[src/sv/dpd_pkg.sv]
package dpd_pkg;

   localparam int unsigned MaxResults = 4;

   localparam logic [7:0] ChStart = 8'h24;
   localparam logic [7:0] ChEnd   = 8'h23;
   localparam logic [7:0] ChSep   = 8'h3A;
   localparam logic [7:0] ChAck   = 8'h2B;
   localparam logic [7:0] ChNak   = 8'h2D;

   localparam logic [1:0] PhHunt = 2'd0;
   localparam logic [1:0] PhData = 2'd1;
   localparam logic [1:0] PhDig1 = 2'd2;
   localparam logic [1:0] PhDig2 = 2'd3;

   localparam logic [2:0] KindPayload = 3'd0;
   localparam logic [2:0] KindXmit    = 3'd1;
   localparam logic [2:0] KindAccept  = 3'd2;
   localparam logic [2:0] KindBadSum  = 3'd3;
   localparam logic [2:0] KindAbandon = 3'd4;

   localparam logic [15:0] MaxLenReset = 16'd8095;

   typedef struct packed {
      logic [1:0]       phase;
      logic [7:0]       running_sum;
      logic [7:0]       high_digit_sum;
      logic [15:0]      byte_count;
      logic [2:0][7:0]  first_bytes;
   } state_type;

   typedef struct packed {
      logic [2:0]       cnt;
      logic [3:0][2:0]  kind;
      logic [3:0][7:0]  data;
   } bundle_type;

   function automatic logic [7:0] hex_value(input logic [7:0] c);
      logic [7:0] v;
      if (c >= 8'h61 && c <= 8'h66) begin
         v = c - 8'h57;
      end else if (c >= 8'h30 && c <= 8'h39) begin
         v = c - 8'h30;
      end else if (c >= 8'h41 && c <= 8'h46) begin
         v = c - 8'h37;
      end else begin
         v = 8'hFF;
      end
      return v;
   endfunction

endpackage

[src/sv/debug_packet_deframer.sv]
// the first result beat is valid in the cycle after the input beat is taken
// throughput: one input beat per cycle while rsp_ready is high and each beat
// yields one result at most; a byte with more holds input till its last is taken
// reset (synchronous, active high): hunting for start mark, sum and count zero,
// result queue empty, max_len_ff back to 8095
module debug_packet_deframer (
   input  logic        clock,
   input  logic        reset,
   input  logic        req_valid,
   output logic        req_ready,
   input  logic [7:0]  req_rx_byte,
   output logic        rsp_valid,
   input  logic        rsp_ready,
   output logic [2:0]  rsp_kind,
   output logic [7:0]  rsp_data_byte,
   output logic        rsp_last,
   input  logic        csr_wr_en,
   input  logic [15:0] csr_wr_data
);

   dpd_pkg::state_type  state_ff;
   dpd_pkg::state_type  state_in;
   dpd_pkg::bundle_type bundle;
   logic [15:0]         max_len_ff;
   logic [2:0]          cnt_ff;
   logic [3:0][2:0]     kind_ff;
   logic [3:0][7:0]     data_ff;
   logic                req_take;
   logic                rsp_take;

   dpd_step u_step (
      .state      (state_ff),
      .max_len    (max_len_ff),
      .rx_byte    (req_rx_byte),
      .state_next (state_in),
      .bundle     (bundle)
   );

   assign rsp_valid     = (cnt_ff != 3'd0);
   assign rsp_kind      = kind_ff[0];
   assign rsp_data_byte = data_ff[0];
   assign rsp_last      = (cnt_ff == 3'd1);
   assign rsp_take      = rsp_valid && rsp_ready;
   assign req_ready     = (cnt_ff == 3'd0) || (rsp_last && rsp_ready);
   assign req_take      = req_valid && req_ready;

   always_ff @(posedge clock) begin
      if (reset) begin
         max_len_ff <= dpd_pkg::MaxLenReset;
      end else if (csr_wr_en) begin
         max_len_ff <= csr_wr_data;
      end
   end

   always_ff @(posedge clock) begin
      if (reset) begin
         state_ff.phase          <= dpd_pkg::PhHunt;
         state_ff.running_sum    <= 8'd0;
         state_ff.high_digit_sum <= 8'd0;
         state_ff.byte_count     <= 16'd0;
      end else if (req_take) begin
         state_ff <= state_in;
      end
   end

   // result queue, head at entry 0
   always_ff @(posedge clock) begin
      if (reset) begin
         cnt_ff <= 3'd0;
      end else if (req_take) begin
         cnt_ff <= bundle.cnt;
      end else if (rsp_take) begin
         cnt_ff <= cnt_ff - 3'd1;
      end
   end

   always_ff @(posedge clock) begin
      if (req_take) begin
         kind_ff <= bundle.kind;
         data_ff <= bundle.data;
      end else if (rsp_take) begin
         kind_ff <= {3'd0, kind_ff[3:1]};
         data_ff <= {8'd0, data_ff[3:1]};
      end
   end

endmodule

[src/sv/dpd_step.sv]
module dpd_step (
   input  dpd_pkg::state_type  state,
   input  logic [15:0]         max_len,
   input  logic [7:0]          rx_byte,
   output dpd_pkg::state_type  state_next,
   output dpd_pkg::bundle_type bundle
);

   logic [7:0]  hex;
   logic [15:0] count_inc;
   logic [7:0]  given;
   logic        seq;
   logic        len_zero;

   assign hex       = dpd_pkg::hex_value(rx_byte);
   assign count_inc = (state.byte_count != 16'hFFFF) ? state.byte_count + 16'd1
                                                     : state.byte_count;
   assign given     = state.high_digit_sum + hex;
   assign seq       = (state.byte_count >= 16'd3) && (state.first_bytes[2] == dpd_pkg::ChSep);
   assign len_zero  = (max_len == 16'd0);

   always_comb begin
      state_next = state;
      bundle     = '0;
      case (state.phase)
         dpd_pkg::PhHunt: begin
            if (rx_byte == dpd_pkg::ChStart) begin
               state_next.running_sum = 8'd0;
               state_next.byte_count  = 16'd0;
               if (len_zero) begin
                  bundle.cnt     = 3'd1;
                  bundle.kind[0] = dpd_pkg::KindAbandon;
               end else begin
                  state_next.phase = dpd_pkg::PhData;
               end
            end
         end
         dpd_pkg::PhData: begin
            if (rx_byte == dpd_pkg::ChStart) begin
               // restart inside a packet
               bundle.cnt             = 3'd1;
               bundle.kind[0]         = dpd_pkg::KindAbandon;
               state_next.running_sum = 8'd0;
               state_next.byte_count  = 16'd0;
               state_next.phase       = len_zero ? dpd_pkg::PhHunt : dpd_pkg::PhData;
            end else if (rx_byte == dpd_pkg::ChEnd) begin
               state_next.phase = dpd_pkg::PhDig1;
            end else begin
               bundle.cnt             = 3'd1;
               bundle.kind[0]         = dpd_pkg::KindPayload;
               bundle.data[0]         = rx_byte;
               state_next.running_sum = state.running_sum + rx_byte;
               if (state.byte_count < 16'd3) begin
                  state_next.first_bytes[state.byte_count[1:0]] = rx_byte;
               end
               state_next.byte_count = count_inc;
               if (count_inc >= max_len) begin
                  bundle.cnt       = 3'd2;
                  bundle.kind[1]   = dpd_pkg::KindAbandon;
                  state_next.phase = dpd_pkg::PhHunt;
               end
            end
         end
         dpd_pkg::PhDig1: begin
            state_next.high_digit_sum = {hex[3:0], 4'h0};
            state_next.phase          = dpd_pkg::PhDig2;
         end
         default: begin
            state_next.phase = dpd_pkg::PhHunt;
            bundle.kind[0]   = dpd_pkg::KindXmit;
            if (given == state.running_sum) begin
               bundle.data[0] = dpd_pkg::ChAck;
               if (seq) begin
                  bundle.cnt     = 3'd4;
                  bundle.kind[1] = dpd_pkg::KindXmit;
                  bundle.data[1] = state.first_bytes[0];
                  bundle.kind[2] = dpd_pkg::KindXmit;
                  bundle.data[2] = state.first_bytes[1];
                  bundle.kind[3] = dpd_pkg::KindAccept;
                  bundle.data[3] = 8'd1;
               end else begin
                  bundle.cnt     = 3'd2;
                  bundle.kind[1] = dpd_pkg::KindAccept;
               end
            end else begin
               bundle.cnt     = 3'd2;
               bundle.data[0] = dpd_pkg::ChNak;
               bundle.kind[1] = dpd_pkg::KindBadSum;
            end
         end
      endcase
   end

endmodule

[config.mk]
export PLATFORM = sky130hd
export DESIGN_NAME = debug_packet_deframer
export DESIGN_NICKNAME = d
export VERILOG_FILES = /design/src/sv/dpd_pkg.sv /design/src/sv/debug_packet_deframer.sv /design/src/sv/dpd_step.sv
export SDC_FILE = /design/constraint.sdc
export NUM_CORES = 1
export LEC_CHECK = 0
export BUFFER_PORTS_ARGS = -buffer_cell sky130_fd_sc_hd__buf_4
export CAP_MARGIN = 30
export CORE_ASPECT_RATIO = 1.4
export CORE_MARGIN = 5
export CORE_UTILIZATION = 45
export DETAILED_ROUTE_END_ITERATION = 12
export GPL_TIMING_DRIVEN = 0
export SLEW_MARGIN = 20
export SYNTH_ARGS = -nofsm -noshare
export SYNTH_HDL_FRONTEND = slang
export SYNTH_SLANG_ARGS = --single-unit
export TNS_END_PERCENT = 10
[constraint.sdc]
create_clock -name clock -period 4.9 [get_ports clock]
set_input_delay 0 -clock clock [delete_from_list [all_inputs] [get_ports clock]]
set_output_delay 0 -clock clock [all_outputs]
set_load 0.005 [all_outputs]
==> impl_results.md <==
* Layout cells sized above 1 at 0.128
* Largest net degree at the start of global routing at 39
* GRT Util Overall at 0.198
* Setup ws final at 0.500 ns
* Hold Path Class: input port to flip-flop
* Pre-CTS WS at 0.338 ns
* DRC viols at 0
* Int Pwr at 1.75 mW
* Final setup fails at 0
* First-pass GRT wire length at 25,300 um
* Max Cap Viol at 0
* PortBufs at 41
* Min cycle time layout at 4.40 ns
* CP max FO at 11
* Die Height at 149 um
* FF-to-FF End: state_ff[57]$_SDFFE_PP0P_
* H-tree depth at 3
* FP Rows at 50
* Power Total at 2.45 mW
* Setup TNS at 0 ns
* Slowest stage delay, CP at 0.54 ns
* Yosys cell types at 69
* Root Buffer: clkbuf_16
* Power Density at 337 mW/mm^2
* Synthesis-to-finish area growth at 17.3%
* Post-synth EDFFs at 57
* Ant diodes at 0
* Worst-Skew Late Latency at 0.35 ns
* WL/cell at 17.2 um
* Critical-path top delay cell: dlygate4sd3_1
* R2r worst-path depth at 15
* Setup Skew at 0.00801 ns
* Max_slew headroom at 0.447
* Clk slew on worst S/H paths at 0.07 ns
* Delay-heaviest family, CP: simple AND/OR/NAND/NOR gates
* Util after Layout at 0.539
* Hold Slack at 0.164 ns
* Worst Tran Pin Value at 0.830 ns
* Starting Density at 0.460
* Clk buf depth at 2
* Nets at 796
* CTS tree: done
* Total number of vias at 5,120
* Primary FF master, synth: edfxtp_1
* Die width at 109 um
* Post-Syn Area per Cell at 9.63 um^2
* Final ANT Viol Nets at 0
* Final WL at 15,600 um
* Crit path buf inv count at 4
* Syn Inst Count at 642
* Hold EP: max_len_ff[0]$_SDFFE_PP1P_
* IO Pins at 43
* FMAX at 0.227 GHz
* Combinational Power Share at 0.234
* WP data arrival at 4.50 ns
* Iter 0 DRT Violations at 217
* Register area share after synthesis at 0.435
* CP Capture Type: flip-flop
* Yosys warns at 0
* Tcrit/Tclk final at 0.898
* Cell area after synthesis at 0.00618 mm^2
* Fillers at 1,243
* Clock buffer count from CTS at 9
* Synth Register Bits at 106
* Vias in the first global route at 5,167
* R2R setup slack at 0.52 ns
* Die ar. at 0.0162 mm^2
* Hold Vio Cnt, Final at 0
* Sw power at 0.693 mW
* Worst-path cell chain: dlygate4sd3_1 -> buf_4 -> inv_1 -> ha_1 -> or4b_4 -> o22ai_2 -> nor2_1 -> nor2_1 -> o21ai_0 -> a21oi_1 -> ha_1 -> fa_1 -> xor2_1 -> nor3_1 -> inv_1 -> nor4_1 -> o21bai_1
* Leakage at 2.96 nW
* Part of the power in registers at 0.482
* CP required at 5.00 ns
* Total gr overflow at 0
* Min-Delay Path Depth at 3
* Sw Share at 0.283
* Post-CTS Setup Inserts at 0
* Clock Power Share at 0.284
* Post-Synthesis Net Count at 719
* Max rail drop VDD at 0.170 mV
* Fraction of registers with async set/reset at 0
* CTS Sinks at 106
* RSZ-0062 raised after global routing: false
* Critical Path Start Type: input port
* Critical path class: input port to flip-flop
* Via density per instance at 5.65
* TritonRoute pass-1 iters at 7
* Worst Min Path Start: csr_wr_en
* Hpwl dp at 11,700 um
* FF-to-FF Start: state_ff[24]$_SDFFE_PP0P_
* Slew Viols, Final at 0
* Status: finished clean
* Initial antenna violation count at 0
* Final RePlAce weighted congestion at 0.902
* Core Box Area at 0.0135 mm^2
cell families after synthesis:
logic type                 Yosys count  share of synthesized area
adders and majority gates           48                     0.0995
AOI/OAI and AO/OA                  149                      0.172
buffers and inverters               83                     0.0587
muxes                               11                     0.0182
xor gates and xnor gates            23                     0.0326
and+or+nand+nor                    222                      0.184
DFF                                106                      0.435
worst max path at each step:
stage | from | end | cells past startpoint
after global placement | state_ff[24]$_SDFFE_PP0P_ | state_ff[57]$_SDFFE_PP0P_ | 15
final | req_rx_byte[0] | kind_ff[3]$_DFFE_PP_ | 17
after detailed placement | state_ff[24]$_SDFFE_PP0P_ | state_ff[56]$_SDFFE_PP0P_ | 16
after floorplan | state_ff[24]$_SDFFE_PP0P_ | state_ff[57]$_SDFFE_PP0P_ | 15
after global routing | state_ff[24]$_SDFFE_PP0P_ | state_ff[57]$_SDFFE_PP0P_ | 15
after CTS | state_ff[24]$_SDFFE_PP0P_ | state_ff[57]$_SDFFE_PP0P_ | 15
stage by stage:
stage / instances / instance area, um^2
4_1_cts: 906 / 7250
6_report: 906 / 7260
3_5_place_dp: 865 / 6720
2_1_floorplan: 642 / 6180
3_3_place_gp: 865 / 6720
5_1_grt: 906 / 7260
what timing repair did:
action                     CTS  global route
resized for setup            0             1
hold buffers                25             0
hold endpoints to repair    41             0
setup endpoints to repair    0             4
Yosys cell counts, types with 9 or more instances:
library cell  number  area (um^2)
inv_1             41          154
o211ai_1          13         97.6
o21ai_0           19         95.1
clkbuf_1          23         86.3
nor4_1            11         68.8
nand3_1           16         80.1
a32o_1             9         90.1
dfxtp_1           49          981
nor2_1            62          233
nand4_1            9         56.3
a22oi_1           15          113
nor3_1            13         65.1
a21o_1            10         75.1
a21oi_1           33          165
xnor2_1           15          131
nand2_1           53          199
mux2i_1            9         90.1
and2_1            16          100
edfxtp_1          57         1710
buf_4             12         90.1
ha_1              46          576
power groups by stage:
stage	sequential (mW)	clock [mW]	combinational, mW
floorplan	1.18	0	0.349
global placement	1.20	0	0.546
detailed placement	1.20	0	0.563
CTS	1.18	0.706	0.581
global route	1.19	0.739	0.633
finish	1.18	0.694	0.573
per-layer routing:
metal / global-route usage / share of wire
met1: 0.229 / 0.41
met2: 0.364 / 0.52
met3: 0.0321 / 0.041
met4: 0.0682 / 0.026
met5: 0 / 0
layout by cell type (no fill, tap or decap), types with 4 or more instances in the layout:
cell type      synthesis  layout
dlygate4sd3_1          0      25
o21bai_1               4       4
nand2_1               53      53
mux2i_1                9       9
buf_2                  5       5
a21oi_1               33      33
nor2b_1                6       6
nor3_1                13      13
nand3_1               16      16
ha_1                  46      46
xor2_1                 8       8
o21a_1                 5       5
a21o_1                10      10
nand4_1                9       9
nor4_1                11      11
a211oi_1               4       4
buf_4                 12      53
o21ai_0               19      19
nor2_1                62      62
and2_1                16      16
xnor2_1               15      15
clkbuf_1              23      23
inv_1                 41      41
and3_1                 5       5
a31oi_1                6       6
a22oi_1               15      15
o211ai_1              13      13
a32o_1                 9       9
edfxtp_1              57      57
clkbuf_16              0       9
dfxtp_1               49      49
and4_1                 5       5
tightest hold or removal path: stages:
cell      delay, ns
clkbuf_1       0.24
mux2i_1        0.18
nand2_1        0.06
cell type report:
class,instances,area [um^2],share of cell area
buffer,42,209,0.0288
multi-input combinational,453,3140,0.432
tap,182,228,0.0314
sequential,106,2690,0.371
timing repair buffer,66,558,0.0769
inverter,41,154,0.0212
clock buffer,9,225,0.0310
clock inverter,7,53.8,0.00742
(Power assumes the default switching activity.)
